$ cat config.mk
export PLATFORM = sky130hd
export DESIGN_NAME = baro_altitude_vario_filter_flat
export DESIGN_NICKNAME = d
export VERILOG_FILES = /design/src/design/bavf_pkg.sv /design/src/design/bavf_intf.sv /design/src/design/baro_altitude_vario_filter.sv /design/src/flat_wrapper.sv
export SDC_FILE = /design/constraint.sdc
export NUM_CORES = 2
export LEC_CHECK = 0
export BUFFER_PORTS_ARGS = -buffer_cell sky130_fd_sc_hd__buf_2
export CORE_MARGIN = 2
export CORE_UTILIZATION = 35
export DETAILED_ROUTE_END_ITERATION = 6
export SLEW_MARGIN = 20
export SYNTH_ARGS = -nofsm -noshare
export SYNTH_HDL_FRONTEND = slang
export SYNTH_SLANG_ARGS = --single-unit
$ cat constraint.sdc
create_clock -name clk -period 6.09 [get_ports clk]
set_input_delay 1.218 -clock clk [delete_from_list [all_inputs] [get_ports clk]]
set_output_delay 1.218 -clock clk [all_outputs]
set_load 0.01 [all_outputs]
$ cat src/design/bavf_pkg.sv
// Shared widths, reset values and register codes of the altitude and variometer filter.
package bavf_pkg;

    localparam int ALT_W   = 21;
    localparam int AGL_W   = 22;
    localparam int ASL_W   = 21;
    localparam int VARIO_W = 16;

    localparam int ALPHA_W = 16;
    localparam int COUNT_W = 16;
    localparam int GAIN_W  = 8;
    localparam int COEF_W  = 16;

    // Ground sum of up to 65535 samples of 21 bits, signed.
    localparam int GSUM_W = 37;

    localparam int FRAC_BITS_DEF = 16;

    localparam logic [ALPHA_W-1:0] ALPHA_RST = 16'd8897;
    localparam logic [COUNT_W-1:0] INIT_RST  = 16'd1000;
    localparam logic [GAIN_W-1:0]  GAIN_RST  = 8'd20;

    localparam int APB_AW = 4;
    localparam int APB_DW = 32;

    localparam logic [1:0] REG_FILTER_ALPHA = 2'd0;
    localparam logic [1:0] REG_INIT_SAMPLES = 2'd1;
    localparam logic [1:0] REG_VARIO_GAIN   = 2'd2;

endpackage

$ cat src/design/bavf_intf.sv
// Valid/ready channel interfaces for altitude samples and filter results.
interface bavf_alt_if;
    logic                              valid;
    logic                              ready;
    logic signed [bavf_pkg::ALT_W-1:0] altitude_cm;

    modport source (output valid, output altitude_cm, input ready);
    modport sink (input valid, input altitude_cm, output ready);
endinterface

interface bavf_res_if;
    logic                                valid;
    logic                                ready;
    logic signed [bavf_pkg::AGL_W-1:0]   agl_cm;
    logic signed [bavf_pkg::ASL_W-1:0]   asl_cm;
    logic signed [bavf_pkg::VARIO_W-1:0] vario_cm_s;
    logic                                calibrating;

    modport source (output valid, output agl_cm, output asl_cm, output vario_cm_s,
                    output calibrating, input ready);
    modport sink (input valid, input agl_cm, input asl_cm, input vario_cm_s,
                  input calibrating, output ready);
endinterface

$ cat src/design/baro_altitude_vario_filter.sv
// Barometric altitude filter with ground reference and variometer, bit-serial datapath.
//
// Usage: one altitude sample (cm) is taken per beat on the sample channel; each sample
// yields exactly one beat on the result channel carrying altitude above ground, filtered
// altitude, filtered vertical speed and a calibration flag. Registers are written over
// the APB port (filter_alpha at 0x0, init_samples at 0x4, vario_gain at 0x8); the user
// must write them only while the block is idle, as the block itself does not enforce it.
// Work per sample: a calibration sample recomputes the ground mean with a restoring
// divider producing one quotient bit per cycle over a 37 + FRAC_BITS bit numerator.
// The rest is shift-add multiplies on one shared multiplier: three after calibration,
// and two (vario gain and vario filter) for a calibration sample, which skips the
// altitude filter. One sample is in work at a time; the next is taken in the cycle
// after the result is registered.
// The result register holds a finished beat while the receiver stalls and the next
// sample is still accepted; its result then waits until the register is free.
// Reset clears the filter state, the ground reference and the sample count, and loads
// the register reset values. The first vertical speed after reset is taken from zero.
module baro_altitude_vario_filter #(
    parameter int FRAC_BITS = bavf_pkg::FRAC_BITS_DEF
) (
    input  logic                          clk,
    input  logic                          rst_n,
    bavf_alt_if.sink                      sample,
    bavf_res_if.source                    result,
    input  logic                          psel,
    input  logic                          penable,
    input  logic                          pwrite,
    input  logic [bavf_pkg::APB_AW-1:0]   paddr,
    input  logic [bavf_pkg::APB_DW-1:0]   pwdata,
    output logic [bavf_pkg::APB_DW-1:0]   prdata,
    output logic                          pready
);

    localparam int ALT_W   = bavf_pkg::ALT_W;
    localparam int COEF_W  = bavf_pkg::COEF_W;
    localparam int COUNT_W = bavf_pkg::COUNT_W;
    localparam int GSUM_W  = bavf_pkg::GSUM_W;
    localparam int SW      = FRAC_BITS + 24;          // state width
    localparam int PW      = FRAC_BITS + 40;          // product width
    localparam int NW      = GSUM_W + FRAC_BITS;      // dividend width
    localparam int RW      = SW + 1 - FRAC_BITS;      // rounded integer width
    localparam int CW      = $clog2(NW + 1);

    localparam logic signed [PW-1:0] VCLAMP_HI = PW'(1) <<< (ALT_W - 1 + FRAC_BITS);
    localparam logic signed [PW-1:0] VCLAMP_LO = -VCLAMP_HI;

    typedef enum logic [2:0] {
        S_IDLE,
        S_DIV_LOAD,
        S_DIV,
        S_DIV_END,
        S_MUL,
        S_MUL_END,
        S_AGL,
        S_FINISH
    } state_t;

    typedef enum logic [1:0] {
        OP_ASL,
        OP_VARIO,
        OP_VIIR
    } mul_op_t;

    state_t  state_reg;
    mul_op_t op_reg;

    logic [bavf_pkg::ALPHA_W-1:0] alpha_reg;
    logic [COUNT_W-1:0]           init_reg;
    logic [bavf_pkg::GAIN_W-1:0]  gain_reg;

    logic signed [GSUM_W-1:0] gsum_reg;
    logic [COUNT_W-1:0]       count_reg;
    logic signed [SW-1:0]     asl_reg;
    logic signed [SW-1:0]     prev_agl_reg;
    logic signed [SW-1:0]     fvario_reg;
    logic signed [SW-1:0]     mean_reg;

    logic                     calib_reg;
    logic [CW-1:0]            cnt_reg;
    logic [COEF_W-1:0]        a_reg;
    logic signed [PW-1:0]     d_reg;
    logic signed [PW-1:0]     prod_reg;
    logic [NW-1:0]            num_reg;
    logic [COUNT_W-1:0]       rem_reg;
    logic                     neg_reg;

    logic                                out_valid_reg;
    logic [bavf_pkg::AGL_W-1:0]          agl_out_reg;
    logic [bavf_pkg::ASL_W-1:0]          asl_out_reg;
    logic [bavf_pkg::VARIO_W-1:0]        vario_out_reg;
    logic                                calib_out_reg;

    logic [1:0]               cfg_idx;
    logic                     cfg_write;
    logic signed [SW-1:0]     alt_fx;
    logic                     calib_now;
    logic signed [SW:0]       asl_diff;
    logic signed [SW-1:0]     agl_cur;
    logic signed [SW:0]       agl_diff;
    logic signed [PW-1:0]     vario_c;
    logic signed [SW:0]       viir_diff;
    logic signed [PW-1:0]     prod_rnd;
    logic signed [SW-1:0]     iir_inc;
    logic [COUNT_W:0]         div_trial;
    logic                     div_bit;
    logic [GSUM_W-1:0]        gsum_abs;
    logic signed [RW-1:0]     agl_sat;
    logic signed [RW-1:0]     asl_sat;
    logic signed [RW-1:0]     vario_sat;

    // Round to nearest with halves up, then clamp to a signed field of w bits.
    function automatic logic signed [RW-1:0] sat_fx(input logic signed [SW-1:0] v,
                                                    input int w);
        logic signed [SW:0]   t;
        logic signed [RW-1:0] r;
        int                   ri;
        int                   hi;
        int                   lo;
        t  = {v[SW-1], v} + (SW+1)'(2 ** (FRAC_BITS - 1));
        r  = t[SW:FRAC_BITS];
        ri = int'(r);
        hi = (2 ** (w - 1)) - 1;
        lo = -(2 ** (w - 1));
        if (ri > hi)
        begin
            ri = hi;
        end
        else if (ri < lo)
        begin
            ri = lo;
        end
        return RW'(ri);
    endfunction

    function automatic logic signed [PW-1:0] sext_pw(input logic signed [SW:0] x);
        return {{(PW - SW - 1){x[SW]}}, x};
    endfunction

    // Configuration port
    assign pready    = 1'b1;
    assign cfg_idx   = paddr[3:2];
    assign cfg_write = psel && penable && pwrite;

    always_comb
    begin
        unique case (cfg_idx)
            bavf_pkg::REG_FILTER_ALPHA: prdata = bavf_pkg::APB_DW'(alpha_reg);
            bavf_pkg::REG_INIT_SAMPLES: prdata = bavf_pkg::APB_DW'(init_reg);
            bavf_pkg::REG_VARIO_GAIN:   prdata = bavf_pkg::APB_DW'(gain_reg);
            default:                    prdata = '0;
        endcase
    end

    // Datapath terms
    always_comb
    begin
        alt_fx    = {{(SW - ALT_W - FRAC_BITS){sample.altitude_cm[ALT_W-1]}},
                     sample.altitude_cm, {FRAC_BITS{1'b0}}};
        calib_now = count_reg < init_reg;
        asl_diff  = {alt_fx[SW-1], alt_fx} - {asl_reg[SW-1], asl_reg};
        agl_cur   = asl_reg - mean_reg;
        agl_diff  = {agl_cur[SW-1], agl_cur} - {prev_agl_reg[SW-1], prev_agl_reg};

        if (prod_reg > VCLAMP_HI)
        begin
            vario_c = VCLAMP_HI;
        end
        else if (prod_reg < VCLAMP_LO)
        begin
            vario_c = VCLAMP_LO;
        end
        else
        begin
            vario_c = prod_reg;
        end
        viir_diff = {vario_c[SW-1], vario_c[SW-1:0]} - {fvario_reg[SW-1], fvario_reg};

        // floor((a*(x-y) + half) / 2^16) is the increment of the first-order filter.
        prod_rnd  = prod_reg + PW'(2 ** (COEF_W - 1));
        iir_inc   = prod_rnd[PW-1:COEF_W];

        div_trial = {rem_reg, num_reg[NW-1]};
        div_bit   = div_trial >= {1'b0, count_reg};

        gsum_abs  = gsum_reg[GSUM_W-1] ? GSUM_W'(-gsum_reg) : GSUM_W'(gsum_reg);

        agl_sat   = sat_fx(prev_agl_reg, bavf_pkg::AGL_W);
        asl_sat   = sat_fx(asl_reg, bavf_pkg::ASL_W);
        vario_sat = sat_fx(fvario_reg, bavf_pkg::VARIO_W);
    end

    assign sample.ready       = (state_reg == S_IDLE);
    assign result.valid       = out_valid_reg;
    assign result.agl_cm      = agl_out_reg;
    assign result.asl_cm      = asl_out_reg;
    assign result.vario_cm_s  = vario_out_reg;
    assign result.calibrating = calib_out_reg;

    always_ff @(posedge clk or negedge rst_n)
    begin
        if (!rst_n)
        begin
            state_reg     <= S_IDLE;
            op_reg        <= OP_ASL;
            alpha_reg     <= bavf_pkg::ALPHA_RST;
            init_reg      <= bavf_pkg::INIT_RST;
            gain_reg      <= bavf_pkg::GAIN_RST;
            gsum_reg      <= '0;
            count_reg     <= '0;
            asl_reg       <= '0;
            prev_agl_reg  <= '0;
            fvario_reg    <= '0;
            mean_reg      <= '0;
            calib_reg     <= 1'b0;
            cnt_reg       <= '0;
            a_reg         <= '0;
            d_reg         <= '0;
            prod_reg      <= '0;
            num_reg       <= '0;
            rem_reg       <= '0;
            neg_reg       <= 1'b0;
            out_valid_reg <= 1'b0;
            agl_out_reg   <= '0;
            asl_out_reg   <= '0;
            vario_out_reg <= '0;
            calib_out_reg <= 1'b0;
        end
        else
        begin
            if (cfg_write)
            begin
                unique case (cfg_idx)
                    bavf_pkg::REG_FILTER_ALPHA: alpha_reg <= pwdata[bavf_pkg::ALPHA_W-1:0];
                    bavf_pkg::REG_INIT_SAMPLES: init_reg  <= pwdata[COUNT_W-1:0];
                    bavf_pkg::REG_VARIO_GAIN:   gain_reg  <= pwdata[bavf_pkg::GAIN_W-1:0];
                    default:
                    begin
                    end
                endcase
            end

            // In the finishing state the result register is handled there.
            if (result.ready && (state_reg != S_FINISH))
            begin
                out_valid_reg <= 1'b0;
            end

            unique case (state_reg)
                S_IDLE:
                begin
                    if (sample.valid)
                    begin
                        calib_reg <= calib_now;
                        if (calib_now)
                        begin
                            gsum_reg  <= gsum_reg + GSUM_W'(sample.altitude_cm);
                            count_reg <= count_reg + COUNT_W'(1);
                            asl_reg   <= alt_fx;
                            state_reg <= S_DIV_LOAD;
                        end
                        else
                        begin
                            d_reg     <= sext_pw(asl_diff);
                            a_reg     <= alpha_reg;
                            prod_reg  <= '0;
                            cnt_reg   <= CW'(COEF_W);
                            op_reg    <= OP_ASL;
                            state_reg <= S_MUL;
                        end
                    end
                end

                S_DIV_LOAD:
                begin
                    num_reg   <= {gsum_abs, {FRAC_BITS{1'b0}}};
                    neg_reg   <= gsum_reg[GSUM_W-1];
                    rem_reg   <= '0;
                    cnt_reg   <= CW'(NW);
                    state_reg <= S_DIV;
                end

                S_DIV:
                begin
                    // Restoring division: one quotient bit per cycle, shifted into the dividend.
                    rem_reg <= div_bit ? COUNT_W'(div_trial - {1'b0, count_reg})
                                       : div_trial[COUNT_W-1:0];
                    num_reg <= {num_reg[NW-2:0], div_bit};
                    cnt_reg <= cnt_reg - CW'(1);
                    if (cnt_reg == CW'(1))
                    begin
                        state_reg <= S_DIV_END;
                    end
                end

                S_DIV_END:
                begin
                    mean_reg  <= neg_reg ? -$signed(num_reg[SW-1:0])
                                         : $signed(num_reg[SW-1:0]);
                    state_reg <= S_AGL;
                end

                S_MUL:
                begin
                    if (a_reg[0])
                    begin
                        prod_reg <= prod_reg + d_reg;
                    end
                    d_reg   <= d_reg <<< 1;
                    a_reg   <= a_reg >> 1;
                    cnt_reg <= cnt_reg - CW'(1);
                    if (cnt_reg == CW'(1))
                    begin
                        state_reg <= S_MUL_END;
                    end
                end

                S_MUL_END:
                begin
                    unique case (op_reg)
                        OP_ASL:
                        begin
                            asl_reg   <= asl_reg + iir_inc;
                            state_reg <= S_AGL;
                        end
                        OP_VARIO:
                        begin
                            d_reg     <= sext_pw(viir_diff);
                            a_reg     <= alpha_reg;
                            prod_reg  <= '0;
                            cnt_reg   <= CW'(COEF_W);
                            op_reg    <= OP_VIIR;
                            state_reg <= S_MUL;
                        end
                        OP_VIIR:
                        begin
                            fvario_reg <= fvario_reg + iir_inc;
                            state_reg  <= S_FINISH;
                        end
                        default:
                        begin
                            state_reg <= S_IDLE;
                        end
                    endcase
                end

                S_AGL:
                begin
                    prev_agl_reg <= agl_cur;
                    d_reg        <= sext_pw(agl_diff);
                    a_reg        <= COEF_W'(gain_reg);
                    prod_reg     <= '0;
                    cnt_reg      <= CW'(bavf_pkg::GAIN_W);
                    op_reg       <= OP_VARIO;
                    state_reg    <= S_MUL;
                end

                S_FINISH:
                begin
                    if (!out_valid_reg || result.ready)
                    begin
                        out_valid_reg <= 1'b1;
                        agl_out_reg   <= agl_sat[bavf_pkg::AGL_W-1:0];
                        asl_out_reg   <= asl_sat[bavf_pkg::ASL_W-1:0];
                        vario_out_reg <= vario_sat[bavf_pkg::VARIO_W-1:0];
                        calib_out_reg <= calib_reg;
                        state_reg     <= S_IDLE;
                    end
                end

                default:
                begin
                    state_reg <= S_IDLE;
                end
            endcase
        end
    end

endmodule

$ cat src/flat_wrapper.sv
// flat-port wrapper written by rule: the top's interface ports become plain ports
module baro_altitude_vario_filter_flat 
#(
    parameter int FRAC_BITS = bavf_pkg::FRAC_BITS_DEF
)
  (clk, rst_n, psel, penable, pwrite, paddr, pwdata, prdata, pready, sample_valid, sample_altitude_cm, sample_ready, result_valid, result_agl_cm, result_asl_cm, result_vario_cm_s, result_calibrating, result_ready);
  bavf_alt_if sample_i ();
  bavf_res_if result_i ();
  input  logic clk;
  input  logic rst_n;
  input  logic psel;
  input  logic penable;
  input  logic pwrite;
  input  logic [bavf_pkg::APB_AW-1:0] paddr;
  input  logic [bavf_pkg::APB_DW-1:0] pwdata;
  output logic [bavf_pkg::APB_DW-1:0] prdata;
  output logic pready;
  input wire logic [$bits(sample_i.valid)-1:0] sample_valid;
  input wire logic [$bits(sample_i.altitude_cm)-1:0] sample_altitude_cm;
  output wire logic [$bits(sample_i.ready)-1:0] sample_ready;
  output wire logic [$bits(result_i.valid)-1:0] result_valid;
  output wire logic [$bits(result_i.agl_cm)-1:0] result_agl_cm;
  output wire logic [$bits(result_i.asl_cm)-1:0] result_asl_cm;
  output wire logic [$bits(result_i.vario_cm_s)-1:0] result_vario_cm_s;
  output wire logic [$bits(result_i.calibrating)-1:0] result_calibrating;
  input wire logic [$bits(result_i.ready)-1:0] result_ready;
  assign sample_i.valid = sample_valid;
  assign sample_i.altitude_cm = sample_altitude_cm;
  assign sample_ready = sample_i.ready;
  assign result_valid = result_i.valid;
  assign result_agl_cm = result_i.agl_cm;
  assign result_asl_cm = result_i.asl_cm;
  assign result_vario_cm_s = result_i.vario_cm_s;
  assign result_calibrating = result_i.calibrating;
  assign result_i.ready = result_ready;
  baro_altitude_vario_filter #(.FRAC_BITS(FRAC_BITS)) u_core (.clk(clk), .rst_n(rst_n), .sample(sample_i), .result(result_i), .psel(psel), .penable(penable), .pwrite(pwrite), .paddr(paddr), .pwdata(pwdata), .prdata(prdata), .pready(pready));
endmodule
==> flow_summary_export.csv <==
group,metric,value,unit
floorplanning,std_cell_rows,129,
cts,clkSinkCount,524,
cells_and_area,final_nets,5743,
floorplanning,fp.dieArea,127000,um^2
floorplanning,io_pins,159,
routing,wl,146000,um
logic_synthesis,synth_area,43500,um^2
placement,dpl.hpwl,112000,um
cells_and_area,nFillCells,12600,
logic_synthesis,ys_seq_area_share,30.2,%
logic_synthesis,syn_area_per_cell,8.25,um^2
logic_synthesis,synth_area_leaders,"dfrtp_1, ha_1, xnor2_1",
floorplanning,die_y,356,um
global_route,grt-ovfl-total,0,
logic_synthesis,netlist.top_cell.by_area,"dfrtp_1",
critical_path,cp_slowest_stage_delay,430,ps
cts,clkLatencyLatePin,670,ps
cts,cts_tree,"yes",
cts,clk_path_buf_depth,3,
critical_path,crit_path_top_delay_cell,"a2111oi_1",
timing,max_freq,171,MHz
critical_path,cp.required,6640,ps
cells_and_area,drive_gt1_share,8.44,%
routing,antenna_left,0,
timing,relSlewSlack,24.0,%
global_route,antenna_found_initial,19,
timing,skew,30.8,ps
timing,slew_viol_final,0,
run,drv_cap,0,
floorplanning,die_x,356,um
logic_synthesis,syn_inst,5271,
logic_synthesis,postSynth.asyncResetShare,100,%
logic_synthesis,synth_edf_count,0,
timing,fin_crit,5840,ps
cts,hold_buffers,0,
critical_path,crit_chain,"inv_1, ha_1, inv_1, fa_1, a21o_1, a311o_1, a21oi_2, a211oi_1, nand3b_1, a221o_1, a2111oi_1, nor4b_1, nor4_1, or3_1, xnor2_1, ha_1, a21oi_1, nor2_1, o21ai_0, nand3_1, a31oi_1, xor2_1, o22ai_1, o32a_1",
placement,dp.cells,6881,
timing,tightest_slew,1140,ps
cts,clk_pin_slew_worst_paths,60,ps
logic_synthesis,yosys.cell_types.count,93,
global_route,grt_pass1_wl,224000,um
logic_synthesis,ys_warn_count,0,
cts,clockRootBuffer,"clkbuf_16",
placement,io_buffers,123,
critical_path,crit_type,"reg -> reg",
floorplanning,core,123000,um^2
global_route,grt_max_degree,158,
cells_and_area,area_delta_synth_final,11.5,%
logic_synthesis,dominantRegCellSynth,"dfrtp_1",
run_status,outcome,"completed",
worst_hold_path,min_path_type,"reg -> reg",
logic_synthesis,synth-seq-cells,524,
timing,min_period_over_period,95.8,%
critical_path,critPathMaxFanout,9,
timing,finalSetupViolCount,0,
cts,htreeDepth,3,
routing,routedWlPerCell,20.8,um
routing,initialDrtViolationCount,3248,
critical_path,startpoint_type,"flop",
routing,drt_pass1_iterations,6,
global_route,grt_pass1_vias,37100,
routing,vias,39700,
timing,timing.final.ws_setup,254,ps
routing,drc,0,
cells_and_area,final_cells,7008,
timing,rsz0062_at_grt,"false",
critical_path,crit_path_end_kind,"flop",
timing,fin_tns_setup,0,ps
placement,globalplace.congestion,0.941,
timing,hold_viol,0,
floorplanning,initial_core_util,35.2,%
placement,pre_cts_slack,214,ps
critical_path,crit_arrival,6390,ps
global_route,grtUsageTotal,22.6,%
routing,vias_per_cell,5.66,
logic_synthesis,synthDominantCellAreaShare,29.4,%
logic_synthesis,synth.most_common_cell,"nand2_1",
logic_synthesis,synth_common_cells,"nand2_1, dfrtp_1, o21ai_0, a21oi_1, ha_1",
cts,cts-buffers-inserted,69,
[layout by cell type (no fill, tap or decap), types with 45 or more instances in the layout]
cell type / instances
nor2b_1: 68
clkbuf_16: 69
mux2i_1: 45
and3_1: 60
nand3_1: 129
a22o_1: 53
o21a_1: 70
a21oi_1: 427
buf_2: 122
o21ai_0: 454
xnor2_1: 271
nand2_1: 587
a21o_1: 222
nand4_1: 62
dfrtp_1: 510
xor2_1: 199
buf_4: 84
inv_1: 265
ha_1: 355
nor2_1: 294
nor3_1: 90
o31ai_1: 67
a31oi_1: 54
nand2b_1: 49
[per-stage QoR]
step	area (um^2)	hold slack (ps)	utilization, %
after detailed placement	46000	458	37.3
after floorplan	43500	431	-
after global routing	48400	493	39.2
final	48500	469	39.2
after global placement	46000	442	37.3
after CTS	48400	471	39.2
[what timing repair did]
item,in CTS,in global routing
resized for setup,0,9
endpoints found under the setup margin,0,24
buffers inserted,0,1
[cell type report]
type	instances	area [um^2]	share of cell area, %
Antenna cell	3	7.51	0.0155
Clock buffer	97	1950	4.03
Clock inverter	26	412	0.850
Inverter	267	1000	2.07
Multi-Input combinational cell	4242	28600	58.9
Sequential cell	524	13100	27.1
Tap cell	1637	2050	4.23
Timing Repair Buffer	212	1350	2.78
[per-layer routing]
metal  wire (um)  vias to the layer above  global-route usage [%]
li1            -                    19200                       -
met1       66700                    19000                    31.0
met5         199                        -                       0
met3        9120                      221                    4.10
met2       65300                     1172                    35.6
met4        4770                       30                    7.44
[worst max-delay path, delay by kind of cell, from the launching register on]
kind	cells	cell delay, ps
adders and majority gates	3	920
and+or+nand+nor	6	990
AOI/OAI and AO/OA	11	2930
xor gates and xnor gates	2	320
buffers and inverters	2	140
DFF	1	410
[path summary, 6_finish.rpt]
| kind | start | to | slack, ps | cells past startpoint |
|---|---|---|---|---|
| max reg2reg | u_core.asl_reg[0] | u_core.d_reg[39] | 250 | 24 |
| min reg2reg | u_core.a_reg[15] | u_core.a_reg[15] | 470 | 2 |
| max in group asynchronous | rst_n | u_core.fvario_reg[23] | 4170 | 2 |
| max | u_core.asl_reg[0] | u_core.d_reg[39] | 250 | 24 |
| min | u_core.a_reg[15] | u_core.a_reg[15] | 470 | 2 |
| min in group asynchronous | rst_n | u_core.prev_agl_reg[1] | 500 | 1 |
[cells by family after synthesis]
kind of cell | after synthesis | share of synthesized area (%)
other | 2 | 0.0173
AO/OA/AOI/OAI | 1754 | 25.9
multiplexers | 86 | 2.10
adder cells (fa/ha/maj) | 365 | 10.6
XOR/XNOR | 470 | 9.47
flip-flops | 524 | 30.2
AND/OR/NAND/NOR | 1550 | 17.0
buffers and inverters | 520 | 4.65
Power is not shown: default switching activity piles up to over one toggle a cycle in this logic, so the estimate is an artifact.
